<file path="src/rtl/assert_macros.svh">
// assertion helpers, sampled on clk and disabled while rst_n is low
`ifndef ASSERT_MACROS_SVH
`define ASSERT_MACROS_SVH

// condition holds at every edge
`define ASSERT_ALWAYS(label, cond, msg) \
  label: assert property (@(posedge clk) disable iff (!rst_n) (cond)) else $error(msg);

// consequent holds in the cycle after the antecedent
`define ASSERT_NEXT(label, ante, cons, msg) \
  label: assert property (@(posedge clk) disable iff (!rst_n) (ante) |=> (cons)) else $error(msg);

`endif

</file>
<file path="src/rtl/ps2mt_pkg.sv">
package ps2mt_pkg;

  localparam int COORD_W = 12;
  localparam int BTN_W   = 3;
  localparam int SEQ_W   = 32;
  localparam int CFG_IDX_W  = 2;
  localparam int CFG_DATA_W = 12;

  // packet queue depth between framer and tracker
  localparam int QUEUE_DEPTH = 2;

  // header bits
  localparam int HDR_SYNC_BIT  = 3;
  localparam int HDR_XSIGN_BIT = 4;
  localparam int HDR_YSIGN_BIT = 5;

  localparam logic [COORD_W-1:0] MAX_X_RESET = 12'd1023;
  localparam logic [COORD_W-1:0] MAX_Y_RESET = 12'd767;
  localparam logic [COORD_W-1:0] POS_X_RESET = 12'd512;
  localparam logic [COORD_W-1:0] POS_Y_RESET = 12'd384;

  localparam logic [CFG_IDX_W-1:0] REG_ENABLE = 2'd0;
  localparam logic [CFG_IDX_W-1:0] REG_MAX_X  = 2'd1;
  localparam logic [CFG_IDX_W-1:0] REG_MAX_Y  = 2'd2;

  typedef enum logic [1:0] {
    ST_HEADER,
    ST_XDELTA,
    ST_YDELTA
  } frame_state_t;

  typedef struct packed {
    logic [7:0] header;
    logic [7:0] x_byte;
    logic [7:0] y_byte;
  } pkt_t;

  typedef struct packed {
    logic full;
    logic empty;
  } q_status_t;

  // clamp a signed coordinate to 0..hi
  function automatic logic [COORD_W-1:0] clamp_coord(input logic signed [13:0] v,
                                                     input logic [COORD_W-1:0] hi);
    logic [COORD_W-1:0] res;
    if (v < 0) begin
      res = '0;
    end else if (v[12:0] > {1'b0, hi}) begin
      res = hi;
    end else begin
      res = v[COORD_W-1:0];
    end
    return res;
  endfunction

endpackage

</file>
<file path="src/rtl/ps2mt_ifs.sv">
interface ps2mt_in_if;
  logic       valid;
  logic       ready;
  logic [7:0] rx_byte;

  modport source (output valid, output rx_byte, input ready);
  modport sink (input valid, input rx_byte, output ready);
endinterface

interface ps2mt_out_if;
  logic        valid;
  logic        ready;
  logic [11:0] cursor_x;
  logic [11:0] cursor_y;
  logic [11:0] prev_x;
  logic [11:0] prev_y;
  logic [2:0]  buttons;
  logic [31:0] packet_count;

  modport source (output valid, output cursor_x, output cursor_y, output prev_x,
                  output prev_y, output buttons, output packet_count, input ready);
  modport sink (input valid, input cursor_x, input cursor_y, input prev_x,
                input prev_y, input buttons, input packet_count, output ready);
endinterface

</file>
<file path="src/rtl/ps2mt_front.sv">
module ps2mt_front (
  input  logic                clk,
  input  logic                rst_n,
  input  logic                enable,
  input  logic                in_valid,
  input  logic [7:0]          in_byte,
  output logic                in_ready,
  input  ps2mt_pkg::q_status_t q_status,
  output logic                push,
  output ps2mt_pkg::pkt_t     push_pkt
);

  ps2mt_pkg::frame_state_t state_r, state_nxt;
  logic [7:0] header_r;
  logic [7:0] x_byte_r;
  logic       active;
  logic       load_hdr;
  logic       load_x;

  assign in_ready = !q_status.full;
  assign active   = in_valid && in_ready && enable;

  always_comb begin
    state_nxt = state_r;
    case (state_r)
      ps2mt_pkg::ST_HEADER: begin
        if (active && in_byte[ps2mt_pkg::HDR_SYNC_BIT]) state_nxt = ps2mt_pkg::ST_XDELTA;
      end
      ps2mt_pkg::ST_XDELTA: begin
        if (active) state_nxt = ps2mt_pkg::ST_YDELTA;
      end
      ps2mt_pkg::ST_YDELTA: begin
        if (active) state_nxt = ps2mt_pkg::ST_HEADER;
      end
      default: state_nxt = ps2mt_pkg::ST_HEADER;
    endcase
  end

  always_comb begin
    load_hdr = 1'b0;
    load_x   = 1'b0;
    push     = 1'b0;
    case (state_r)
      ps2mt_pkg::ST_HEADER: load_hdr = active && in_byte[ps2mt_pkg::HDR_SYNC_BIT];
      ps2mt_pkg::ST_XDELTA: load_x   = active;
      ps2mt_pkg::ST_YDELTA: push     = active;
      default: ;
    endcase
  end

  assign push_pkt = '{header: header_r, x_byte: x_byte_r, y_byte: in_byte};

  always_ff @(posedge clk) begin
    if (!rst_n) begin
      state_r <= ps2mt_pkg::ST_HEADER;
    end else begin
      state_r <= state_nxt;
    end
  end

  always_ff @(posedge clk) begin
    if (load_hdr) header_r <= in_byte;
    if (load_x) x_byte_r <= in_byte;
  end

endmodule

</file>
<file path="src/rtl/ps2mt_fifo.sv">
module ps2mt_fifo #(
  parameter int DEPTH = ps2mt_pkg::QUEUE_DEPTH
) (
  input  logic                 clk,
  input  logic                 rst_n,
  input  logic                 push,
  input  ps2mt_pkg::pkt_t      push_pkt,
  input  logic                 pop,
  output ps2mt_pkg::pkt_t      pop_pkt,
  output ps2mt_pkg::q_status_t status
);

  localparam int PW = (DEPTH > 1) ? $clog2(DEPTH) : 1;
  localparam int CW = $clog2(DEPTH + 1);

  ps2mt_pkg::pkt_t mem_r [DEPTH];
  logic [PW-1:0]   wr_ptr_r, wr_ptr_nxt;
  logic [PW-1:0]   rd_ptr_r, rd_ptr_nxt;
  logic [CW-1:0]   count_r, count_nxt;
  logic            do_push;
  logic            do_pop;

  assign status.full  = (count_r == CW'(DEPTH));
  assign status.empty = (count_r == '0);
  assign do_push = push && !status.full;
  assign do_pop  = pop && !status.empty;
  assign pop_pkt = mem_r[rd_ptr_r];

  always_comb begin
    wr_ptr_nxt = wr_ptr_r;
    rd_ptr_nxt = rd_ptr_r;
    count_nxt  = count_r;
    if (do_push) wr_ptr_nxt = (wr_ptr_r == PW'(DEPTH - 1)) ? '0 : wr_ptr_r + 1'b1;
    if (do_pop) rd_ptr_nxt = (rd_ptr_r == PW'(DEPTH - 1)) ? '0 : rd_ptr_r + 1'b1;
    case ({do_push, do_pop})
      2'b10:   count_nxt = count_r + 1'b1;
      2'b01:   count_nxt = count_r - 1'b1;
      default: count_nxt = count_r;
    endcase
  end

  always_ff @(posedge clk) begin
    if (!rst_n) begin
      wr_ptr_r <= '0;
      rd_ptr_r <= '0;
      count_r  <= '0;
    end else begin
      wr_ptr_r <= wr_ptr_nxt;
      rd_ptr_r <= rd_ptr_nxt;
      count_r  <= count_nxt;
    end
  end

  always_ff @(posedge clk) begin
    if (do_push) mem_r[wr_ptr_r] <= push_pkt;
  end

endmodule

</file>
<file path="src/rtl/ps2mt_back.sv">
module ps2mt_back (
  input  logic                           clk,
  input  logic                           rst_n,
  input  logic [ps2mt_pkg::COORD_W-1:0]  max_x,
  input  logic [ps2mt_pkg::COORD_W-1:0]  max_y,
  input  ps2mt_pkg::q_status_t           q_status,
  input  ps2mt_pkg::pkt_t                pkt,
  output logic                           pop,
  ps2mt_out_if.source                    out_chan
);

  logic [ps2mt_pkg::COORD_W-1:0] pos_x_r, pos_y_r;
  logic [ps2mt_pkg::COORD_W-1:0] new_x, new_y;
  logic [ps2mt_pkg::SEQ_W-1:0]   seq_r, seq_nxt;
  logic                          out_valid_r;
  logic [ps2mt_pkg::COORD_W-1:0] out_x_r, out_y_r, prev_x_r, prev_y_r;
  logic [ps2mt_pkg::BTN_W-1:0]   btn_r;
  logic [ps2mt_pkg::SEQ_W-1:0]   out_seq_r;
  logic signed [13:0]            sum_x, sum_y;
  logic                          xs, ys;
  logic                          moves;

  assign pop = !q_status.empty && (!out_valid_r || out_chan.ready);

  assign xs = pkt.header[ps2mt_pkg::HDR_XSIGN_BIT];
  assign ys = pkt.header[ps2mt_pkg::HDR_YSIGN_BIT];

  // 9-bit deltas, screen y points down
  assign sum_x = $signed({2'b00, pos_x_r}) + $signed({{6{xs}}, pkt.x_byte});
  assign sum_y = $signed({2'b00, pos_y_r}) - $signed({{6{ys}}, pkt.y_byte});

  // overflow packets and zero motion leave the position alone
  assign moves = (pkt.header[7:6] == 2'b00) &&
                 ({xs, pkt.x_byte} != 9'd0 || {ys, pkt.y_byte} != 9'd0);

  assign new_x   = moves ? ps2mt_pkg::clamp_coord(sum_x, max_x) : pos_x_r;
  assign new_y   = moves ? ps2mt_pkg::clamp_coord(sum_y, max_y) : pos_y_r;
  assign seq_nxt = seq_r + 1'b1;

  always_ff @(posedge clk) begin
    if (!rst_n) begin
      pos_x_r     <= ps2mt_pkg::POS_X_RESET;
      pos_y_r     <= ps2mt_pkg::POS_Y_RESET;
      seq_r       <= '0;
      out_valid_r <= 1'b0;
    end else begin
      if (pop) begin
        pos_x_r     <= new_x;
        pos_y_r     <= new_y;
        seq_r       <= seq_nxt;
        out_valid_r <= 1'b1;
      end else if (out_chan.ready) begin
        out_valid_r <= 1'b0;
      end
    end
  end

  always_ff @(posedge clk) begin
    if (pop) begin
      out_x_r   <= new_x;
      out_y_r   <= new_y;
      prev_x_r  <= pos_x_r;
      prev_y_r  <= pos_y_r;
      btn_r     <= pkt.header[ps2mt_pkg::BTN_W-1:0];
      out_seq_r <= seq_nxt;
    end
  end

  assign out_chan.valid        = out_valid_r;
  assign out_chan.cursor_x     = out_x_r;
  assign out_chan.cursor_y     = out_y_r;
  assign out_chan.prev_x       = prev_x_r;
  assign out_chan.prev_y       = prev_y_r;
  assign out_chan.buttons      = btn_r;
  assign out_chan.packet_count = out_seq_r;

endmodule

</file>
<file path="src/rtl/ps2_mouse_packet_tracker.sv">
// channel   dir  ports                        payload
// in_chan   in   valid / ready / rx_byte      one byte from the mouse
// out_chan  out  valid / ready / fields       one item per completed packet
// cfg_*     in   cfg_we / cfg_index / cfg_wdata  enable, max_x, max_y
//
// one byte is taken every cycle while the packet queue is not full; the third byte of
// a packet is written into the queue when it is accepted, and the tracker pops it once
// the queue shows it and the output register is free, and loads that register
// the framer stalls only when the packet queue is full; the tracker stalls on out ready
// position update (sign extend, add, clamp) is combinational in the tracker
// rst_n is synchronous, active low; cursor returns to 512,384, count to 0
`include "assert_macros.svh"

module ps2_mouse_packet_tracker #(
  parameter int QUEUE_DEPTH = ps2mt_pkg::QUEUE_DEPTH
) (
  input  logic                              clk,
  input  logic                              rst_n,
  ps2mt_in_if.sink                          in_chan,
  ps2mt_out_if.source                       out_chan,
  input  logic                              cfg_we,
  input  logic [ps2mt_pkg::CFG_IDX_W-1:0]   cfg_index,
  input  logic [ps2mt_pkg::CFG_DATA_W-1:0]  cfg_wdata
);

  // configuration registers
  logic                          enable_r;
  logic [ps2mt_pkg::COORD_W-1:0] max_x_r;
  logic [ps2mt_pkg::COORD_W-1:0] max_y_r;

  // front to queue to back
  logic                 q_push;
  logic                 q_pop;
  ps2mt_pkg::pkt_t      q_in_pkt;
  ps2mt_pkg::pkt_t      q_out_pkt;
  ps2mt_pkg::q_status_t q_status;

  always_ff @(posedge clk) begin
    if (!rst_n) begin
      enable_r <= 1'b0;
      max_x_r  <= ps2mt_pkg::MAX_X_RESET;
      max_y_r  <= ps2mt_pkg::MAX_Y_RESET;
    end else if (cfg_we) begin
      case (cfg_index)
        ps2mt_pkg::REG_ENABLE: enable_r <= cfg_wdata[0];
        ps2mt_pkg::REG_MAX_X:  max_x_r  <= cfg_wdata[ps2mt_pkg::COORD_W-1:0];
        ps2mt_pkg::REG_MAX_Y:  max_y_r  <= cfg_wdata[ps2mt_pkg::COORD_W-1:0];
        default: ; // unused index, write dropped
      endcase
    end
  end

  // framer: resync on header bit 3, collect three bytes, queue the packet
  ps2mt_front u_front (
    .clk      (clk),
    .rst_n    (rst_n),
    .enable   (enable_r),
    .in_valid (in_chan.valid),
    .in_byte  (in_chan.rx_byte),
    .in_ready (in_chan.ready),
    .q_status (q_status),
    .push     (q_push),
    .push_pkt (q_in_pkt)
  );

  // short packet queue so framer and tracker stall independently
  ps2mt_fifo #(
    .DEPTH (QUEUE_DEPTH)
  ) u_fifo (
    .clk      (clk),
    .rst_n    (rst_n),
    .push     (q_push),
    .push_pkt (q_in_pkt),
    .pop      (q_pop),
    .pop_pkt  (q_out_pkt),
    .status   (q_status)
  );

  // tracker: buttons, clamped cursor, packet counter, output register
  ps2mt_back u_back (
    .clk      (clk),
    .rst_n    (rst_n),
    .max_x    (max_x_r),
    .max_y    (max_y_r),
    .q_status (q_status),
    .pkt      (q_out_pkt),
    .pop      (q_pop),
    .out_chan (out_chan)
  );

  // queue status is consistent
  `ASSERT_ALWAYS(a_q_status, !(q_status.full && q_status.empty), "queue full and empty")
  // a queued packet is visible to the tracker next cycle
  `ASSERT_NEXT(a_push_lands, q_push, !q_status.empty || $past(q_pop), "pushed packet lost")
  // every popped packet loads the output register
  `ASSERT_NEXT(a_pop_emits, q_pop, out_chan.valid, "popped packet not presented")

endmodule
</file>
<file path="src/flat_wrapper.sv">
// flat-port wrapper written by rule: the top's interface ports become plain ports
module ps2_mouse_packet_tracker_flat 
#(
  parameter int QUEUE_DEPTH = ps2mt_pkg::QUEUE_DEPTH
)
  (clk, rst_n, cfg_we, cfg_index, cfg_wdata, in_chan_valid, in_chan_rx_byte, in_chan_ready, out_chan_valid, out_chan_cursor_x, out_chan_cursor_y, out_chan_prev_x, out_chan_prev_y, out_chan_buttons, out_chan_packet_count, out_chan_ready);
  ps2mt_in_if in_chan_i ();
  ps2mt_out_if out_chan_i ();
  input  logic clk;
  input  logic rst_n;
  input  logic cfg_we;
  input  logic [ps2mt_pkg::CFG_IDX_W-1:0] cfg_index;
  input  logic [ps2mt_pkg::CFG_DATA_W-1:0] cfg_wdata;
  input wire logic [$bits(in_chan_i.valid)-1:0] in_chan_valid;
  input wire logic [$bits(in_chan_i.rx_byte)-1:0] in_chan_rx_byte;
  output wire logic [$bits(in_chan_i.ready)-1:0] in_chan_ready;
  output wire logic [$bits(out_chan_i.valid)-1:0] out_chan_valid;
  output wire logic [$bits(out_chan_i.cursor_x)-1:0] out_chan_cursor_x;
  output wire logic [$bits(out_chan_i.cursor_y)-1:0] out_chan_cursor_y;
  output wire logic [$bits(out_chan_i.prev_x)-1:0] out_chan_prev_x;
  output wire logic [$bits(out_chan_i.prev_y)-1:0] out_chan_prev_y;
  output wire logic [$bits(out_chan_i.buttons)-1:0] out_chan_buttons;
  output wire logic [$bits(out_chan_i.packet_count)-1:0] out_chan_packet_count;
  input wire logic [$bits(out_chan_i.ready)-1:0] out_chan_ready;
  assign in_chan_i.valid = in_chan_valid;
  assign in_chan_i.rx_byte = in_chan_rx_byte;
  assign in_chan_ready = in_chan_i.ready;
  assign out_chan_valid = out_chan_i.valid;
  assign out_chan_cursor_x = out_chan_i.cursor_x;
  assign out_chan_cursor_y = out_chan_i.cursor_y;
  assign out_chan_prev_x = out_chan_i.prev_x;
  assign out_chan_prev_y = out_chan_i.prev_y;
  assign out_chan_buttons = out_chan_i.buttons;
  assign out_chan_packet_count = out_chan_i.packet_count;
  assign out_chan_i.ready = out_chan_ready;
  ps2_mouse_packet_tracker #(.QUEUE_DEPTH(QUEUE_DEPTH)) u_core (.clk(clk), .rst_n(rst_n), .in_chan(in_chan_i), .out_chan(out_chan_i), .cfg_we(cfg_we), .cfg_index(cfg_index), .cfg_wdata(cfg_wdata));
endmodule
</file>
<file path="config.mk">
export PLATFORM = sky130hd
export DESIGN_NAME = ps2_mouse_packet_tracker_flat
export DESIGN_NICKNAME = d
export VERILOG_FILES = /design/src/rtl/ps2mt_pkg.sv /design/src/rtl/ps2mt_ifs.sv /design/src/rtl/ps2mt_front.sv /design/src/rtl/ps2mt_fifo.sv /design/src/rtl/ps2mt_back.sv /design/src/rtl/ps2_mouse_packet_tracker.sv /design/src/flat_wrapper.sv
export VERILOG_INCLUDE_DIRS = /design/src /design/src/rtl
export SDC_FILE = /design/constraint.sdc
export NUM_CORES = 1
export LEC_CHECK = 0
export BUFFER_PORTS_ARGS = -buffer_cell sky130_fd_sc_hd__buf_4
export CORE_MARGIN = 5
export CORE_UTILIZATION = 49
export DETAILED_ROUTE_END_ITERATION = 10
export GPL_TIMING_DRIVEN = 1
export PLACE_DENSITY = 0.7
export SLEW_MARGIN = 20
export SYNTH_ARGS = -nofsm -noshare
export SYNTH_HDL_FRONTEND = slang
export SYNTH_SLANG_ARGS = --single-unit
</file>
<file path="constraint.sdc">
create_clock -name clk -period 8.3 [get_ports clk]
set_input_delay 0.83 -clock clk [delete_from_list [all_inputs] [get_ports clk]]
set_output_delay 0.83 -clock clk [all_outputs]
set_load 0.005 [all_outputs]
</file>
After elaboration in Yosys (flattened, before gate mapping)
Memory sizes are Yosys's and may differ from the RTL's. A register that Yosys moved wholly into a read port is not among the register bits.
Index checks and enable logic that the tools add are counted.
- bits in writable memories: 48
- output and inout bits: 85
- memories: 1
- word-level logic and storage cells: 87
- register bits after elaboration: 187
- input port bits: 27
- add/subtract/negate cells: 7
- reduce and logical (&&, ||, !) cells: 24
- equal/unequal tests: 10
- multiplexer cells: 22
- order comparisons: 4
- memory list (memory ; depth ; bits a word ; read ports ; clocked after memory_dff ; wr ports ; RTL line ; source):
    u_core.u_fifo.mem_r ; 2 ; 24 ; 1 ; 1 ; 1 ; ps2mt_fifo.sv:16 ; ps2mt_pkg::pkt_t mem_r [DEPTH];
- operator list (kind ; number):
    $mux W12 ; 6
    $add A32 B1 Y32 const B ; 1
    $lt A14 B1 Y1 const B ; 2
    $gt A13 B12 Y1 ; 2
    $reduce_bool A9 Y1 ; 2
    $add A13 B9 Y14 ; 1
    $sub A13 B9 Y14 ; 1
    $mux W1 ; 11
    $eq A2 B2 Y1 const B ; 4
    $logic_not A2 Y1 ; 4
    $logic_and A1 B1 Y1 ; 7
    $eq A2 B1 Y1 const B ; 3
    $mux W2 ; 3
    $ne A2 B2 Y1 const B ; 3
    $pmux W2 S3 ; 1
    $reduce_and A2 Y1 ; 3
    $pmux W2 S2 ; 1
    $reduce_bool A2 Y1 ; 2
    $logic_not A1 Y1 ; 3
    $reduce_and A3 Y1 ; 1
    $add A1 B1 Y1 const B ; 2
    $add A2 B1 Y2 const B ; 1
    $logic_or A1 B1 Y1 ; 2
    $sub A2 B1 Y2 const B ; 1

Depth between registers and ports, before layout
- depth after elaboration: 8
- gate-level depth with buffers: 21
- gate-level depth less buffers: 17

Modules after synthesis
Synthesis repeated with hierarchy kept, for this count alone.
- cell total of the unflattened synthesis: 957
- area total of the unflattened synthesis: 11185.7 µm²
- by module, submodules not included (module ; instances ; seq. area each (µm²) ; cells each ; area each (µm²)):
    ps2mt_back ; 1 ; 3633.5 ; 720 ; 7475.9
    ps2mt_fifo ; 1 ; 1541.5 ; 101 ; 1963.1
    ps2_mouse_packet_tracker ; 1 ; 500.5 ; 100 ; 1057.3
    ps2mt_front ; 1 ; 520.5 ; 36 ; 689.4

Worst setup path before layout
No wires, ideal clock.
- path type: in2reg
- start point: in out_chan_ready
- end point: reg u_core.u_fifo.count_r[1]
- path slack: 3.144 ns
- stages on the path: 8
- data required time: 8.230 ns
- library setup time: 0.070 ns
- data arrival time: 5.086 ns
- path through: nor2b_1 -> or2_2 -> clkbuf_1 -> clkinv_1 -> buf_1 -> ha_1 -> or3_1 -> a21oi_1
- word-level cells in the longest chain between the ends: 5
- elaborated cells on any way between the ends: 7
- RTL lines (what ; RTL line ; source):
    start, declared ; flat_wrapper.sv:24 ; input wire logic [$bits(out_chan_i.ready)-1:0] out_chan_ready;
    $logic_or A1 B1 Y1 * ; ps2mt_back.sv:23 ; assign pop = !q_status.empty && (!out_valid_r || out_chan.ready);
    $logic_and A1 B1 Y1 * ; ps2mt_back.sv:23 ;
    named net u_core.q_pop ; ps2_mouse_packet_tracker.sv:33 ; logic q_pop;
    $logic_and A1 B1 Y1 * ; ps2mt_fifo.sv:26 ; assign do_pop = pop && !status.empty;
    $eq A2 B1 Y1 or $eq A2 B2 Y1 (tied branches) ; ps2mt_fifo.sv:35 ; case ({do_push, do_pop})
    $pmux W2 S2 or $reduce_bool A2 Y1 (tied branches) ; n/a ;
    end signal, assigned ; ps2mt_fifo.sv:50 ; count_r <= count_nxt;
    end, declared ; ps2mt_fifo.sv:19 ; logic [CW-1:0] count_r, count_nxt;
The timed path passes the listed nets; every way through them passes the cells marked *.
A chain may end at the register's enable or synchronous reset.

==> flow_summary_export.csv <==
group,metric,value,unit
sta,finalSetupTns,0,ns
yosys,synth_ff_type,"edfxtp_1",
place,gp_congestion,0.915,
yosys,syn_inst,947,
global_route,grt_overflow,0,
global_route,grt_use_total,0.178,
floorplanning,start_util,0.498,
clock_tree,htreeDepth,1,
global_route,grt_pass1_wl,37700,µm
pwr,irDropWorstVdd,0.000193,V
critical_path,worst_ep_arrival_time,5.10,ns
yosys,ys_ff_latch,233,
hold_path,hold_path.class,"flip-flop to flip-flop",
clock_tree,cts_root_buffer,"clkbuf_16",
detailed_routing,vias_per_cell,5.52,
clock_tree,cts_resized,0,
yosys,syn_nets,1028,
layout,nNetsFinal,1139,
sta,tightest_slew,1.02,ns
pwr,p_per_area,243,nW/µm²
clock_tree,cts.clk_slew.worst_paths,0.06,ns
critical_path,critPathLaunchType,"flip-flop",
clock_tree,cts_tree,"done",
critical_path,crit_required,8.54,ns
critical_path,cpLargestDelayFamily,"compound AO/OA/AOI/OAI gates",
detailed_routing,wl,23200,µm
sta,fmax,206,MHz
sta,period_needed,4.86,ns
pwr,power,3.12,mW
yosys,synth_xor_area_frac,0.0572,
floorplanning,die_x,159,µm
outcome,status,"finished clean",
yosys,ys_seq_area_frac,0.562,
job,maxCapViolations,0,
yosys,async_reset_ff_frac,0,
detailed_routing,drc_errors,0,
sta,setup-violations-final,0,
global_route,antenna_found_initial,0,
critical_path,crit_buf_inv,3,
sta,hold_slack,0.444,ns
detailed_routing,drt_iter0_drc,421,
floorplanning,io_pins,112,
sta,hold_violations,0,
sta,finalCritPeriodShare,0.586,
clock_tree,clk_latency,0.51,ns
critical_path,crit_type,"flip-flop to flip-flop",
detailed_routing,ant_nets,0,
floorplanning,core,21800,µm²
critical_path,end_kind,"flip-flop",
clock_tree,cts_buffers,25,
yosys,synth_edf_count,144,
yosys,synthAdderAreaFrac,0.0636,
clock_tree,clockBufferDepth,3,
yosys,syn-cell-area,10900,µm²
pwr,p_leak,4.98,nW
floorplanning,die_y,159,µm
layout,n_antenna_cell,0,
detailed_routing,dr.pass1.iters,5,
floorplanning,core.rowCount,54,
global_route,grt_pass1_vias,7321,
detailed_routing,post_drt_wl_per_cell,17.1,µm
layout,drive_above_1_share,0.173,
yosys,synth-compound-area-share,0.111,
sta,slew_headroom,0.322,
detailed_routing,vias,7490,
critical_path,cp_slowest_cell,"a2111oi_0",
yosys,yosysUniqueCellTypes,73,
global_route,grt_max_degree,81,
yosys,synth_simple_gate_area_frac,0.133,
critical_path,cp_max_fo,27,
sta,fin_skew,0.0103,ns
yosys,syn_avg_cell_area,11.5,µm²
sta,rsz0062_at_grt,"false",
floorplanning,dieArea,25200,µm²
critical_path,path_cells,"buf_4, mux2_2, ha_1, inv_1, fa_1, nor2b_1, o31a_1, o21ai_0, a21oi_1, xor2_1, ha_1, and4_1, a221o_1, a2111oi_0, o211ai_1, buf_4, mux2i_1, o21ai_0",
yosys,yosys_warnings,0,
critical_path,slowest_delay,0.41,ns
yosys,synth_top_family_by_area,"simple AND/OR/NAND/NOR gates",
place,dp_hpwl,16800,µm
clock_tree,cts.sinks,233,
clock_tree,post_cts_buffers,0,
clock_tree,postCtsHoldBufs,0,
yosys,synth_mux_area_frac,0.0430,
layout,area_delta_synth_final,17.9,%
sta,slew_violations,0,
place,io_buffers,111,
worst reg2reg max path, stage by stage, from the launching register on:
cell and delay [ns]:
dfxtp_1 0.30, buf_4 0.33, mux2_2 0.23, ha_1 0.16, inv_1 0.07, fa_1 0.40, nor2b_1 0.19, o31a_1 0.22
o21ai_0 0.13, a21oi_1 0.19, xor2_1 0.23, ha_1 0.28, and4_1 0.21, a221o_1 0.34, a2111oi_0 0.41, o211ai_1 0.28
buf_4 0.27, mux2i_1 0.22, o21ai_0 0.11
cell usage after synthesis, types with 12 or more instances:
master	n	area, µm²
xnor2_1	37	324
a21oi_1	42	210
o211ai_1	22	165
nor2_1	57	214
o21ai_1	16	80.1
mux2i_1	32	320
edfxtp_1	144	4320
dfxtp_1	89	1780
o21ai_0	40	200
clkbuf_1	17	63.8
mux2_2	13	146
inv_1	46	173
nand3_1	24	120
o2bb2ai_1	20	175
nor2b_1	12	75.1
or3_1	17	106
xor2_1	34	298
nand2_1	89	334
ha_1	52	651
nor3_1	14	70.1
power by group:
group	switching [mW]	leakage, nW	internal [mW]	total (mW)
clock network	0.437	0.403	0.675	1.11
registers	0.0362	2.03	1.35	1.39
logic	0.356	2.54	0.263	0.619
metrics by stage:
| stage | utilization | setup WS [ns] | instance area [µm²] | cells |
|---|---|---|---|---|
| CTS | 0.587 | 3.49 | 12800 | 1357 |
| global placement | 0.548 | 3.63 | 12000 | 1311 |
| floorplan | - | 3.14 | 10900 | 947 |
| global route | 0.587 | 3.08 | 12800 | 1357 |
| detailed placement | 0.548 | 3.55 | 12000 | 1311 |
| finish | 0.587 | 3.44 | 12800 | 1357 |
registers in the layout, summed over array words and instances (netlist names), 3 cells and up, named ones only:
name                                 count
u_core.u_back.out_chan.cursor_y         12
u_core.u_front.header_r                  7
u_core.u_back.out_chan.prev_y           12
u_core.u_fifo.mem_r                     46
u_core.u_back.seq_r                     32
u_core.max_x_r                          12
u_core.u_back.out_chan.cursor_x         12
u_core.u_back.pos_y_r                   12
u_core.u_back.out_chan.buttons           3
u_core.u_front.x_byte_r                  8
u_core.u_back.out_chan.packet_count     32
u_core.u_back.pos_x_r                   12
u_core.max_y_r                          12
u_core.u_back.out_chan.prev_x           12
logic make-up (layout without fill, tap and decap cells):
group | after synthesis | count (layout)
simple gates | 279 | 279
flops | 233 | 233
compound gates | 184 | 184
buf+inv | 81 | 211
xor+xnor | 71 | 71
fa+ha+maj | 54 | 54
mux | 45 | 45
final cells by class:
cell class / instances / area, µm²
Clock buffer: 33 / 686
Clock inverter: 13 / 148
Fill cell: 1801 / 9020
Inverter: 48 / 183
Multi-Input combinational cell: 633 / 4450
Sequential cell: 233 / 6110
Tap cell: 280 / 350
Timing Repair Buffer: 117 / 878
routing by layer:
| layer | vias to the layer above | GRT usage | share of wire |
|---|---|---|---|
| li1 | 3698 | - | - |
| met1 | 3557 | 0.244 | 0.45 |
| met2 | 208 | 0.292 | 0.47 |
| met3 | 27 | 0.0386 | 0.068 |
| met4 | 0 | 0.0399 | 0.014 |
| met5 | - | 0 | 0 |
cells in the final DEF, fill, tap and decap left out, types with 6 or more instances in the layout:
master     netlist  layout
o2bb2ai_1       20      20
xor2_1          34      34
nand2b_1         6       6
inv_1           46      46
o21ai_1         16      16
nor3_1          14      14
nand4_1         10      10
nor2_1          57      54
clkbuf_16        0      25
edfxtp_1       144     144
dfxtp_1         89      89
o211ai_1        22      22
mux2_2          13      13
nand3_1         24      24
buf_4            1     117
nor4_1           6       6
a21oi_1         42      42
o21ai_0         40      40
or3_1           17      17
xnor2_1         37      37
nor2b_1         12      12
and2_1           6       6
mux2i_1         32      32
ha_1            52      52
nand2_1         89      89
final timing paths:
check                           slack, ns                                 start                                      endpoint  cells after the start
worst max-delay path                 3.44                             flip-flop  u_core.u_back.out_chan.cursor_x[4]$_DFFE_PP_                     18
worst min-delay path                 0.44  u_core.u_front.header_r[1]$_DFFE_PP_          u_core.u_fifo.mem_r[0][17]$_DFFE_PP_                      0
worst max register to register       3.44                             flip-flop  u_core.u_back.out_chan.cursor_x[4]$_DFFE_PP_                     18
worst min register to register       0.44  u_core.u_front.header_r[1]$_DFFE_PP_          u_core.u_fifo.mem_r[0][17]$_DFFE_PP_                      0
(Power assumes the default switching activity.)
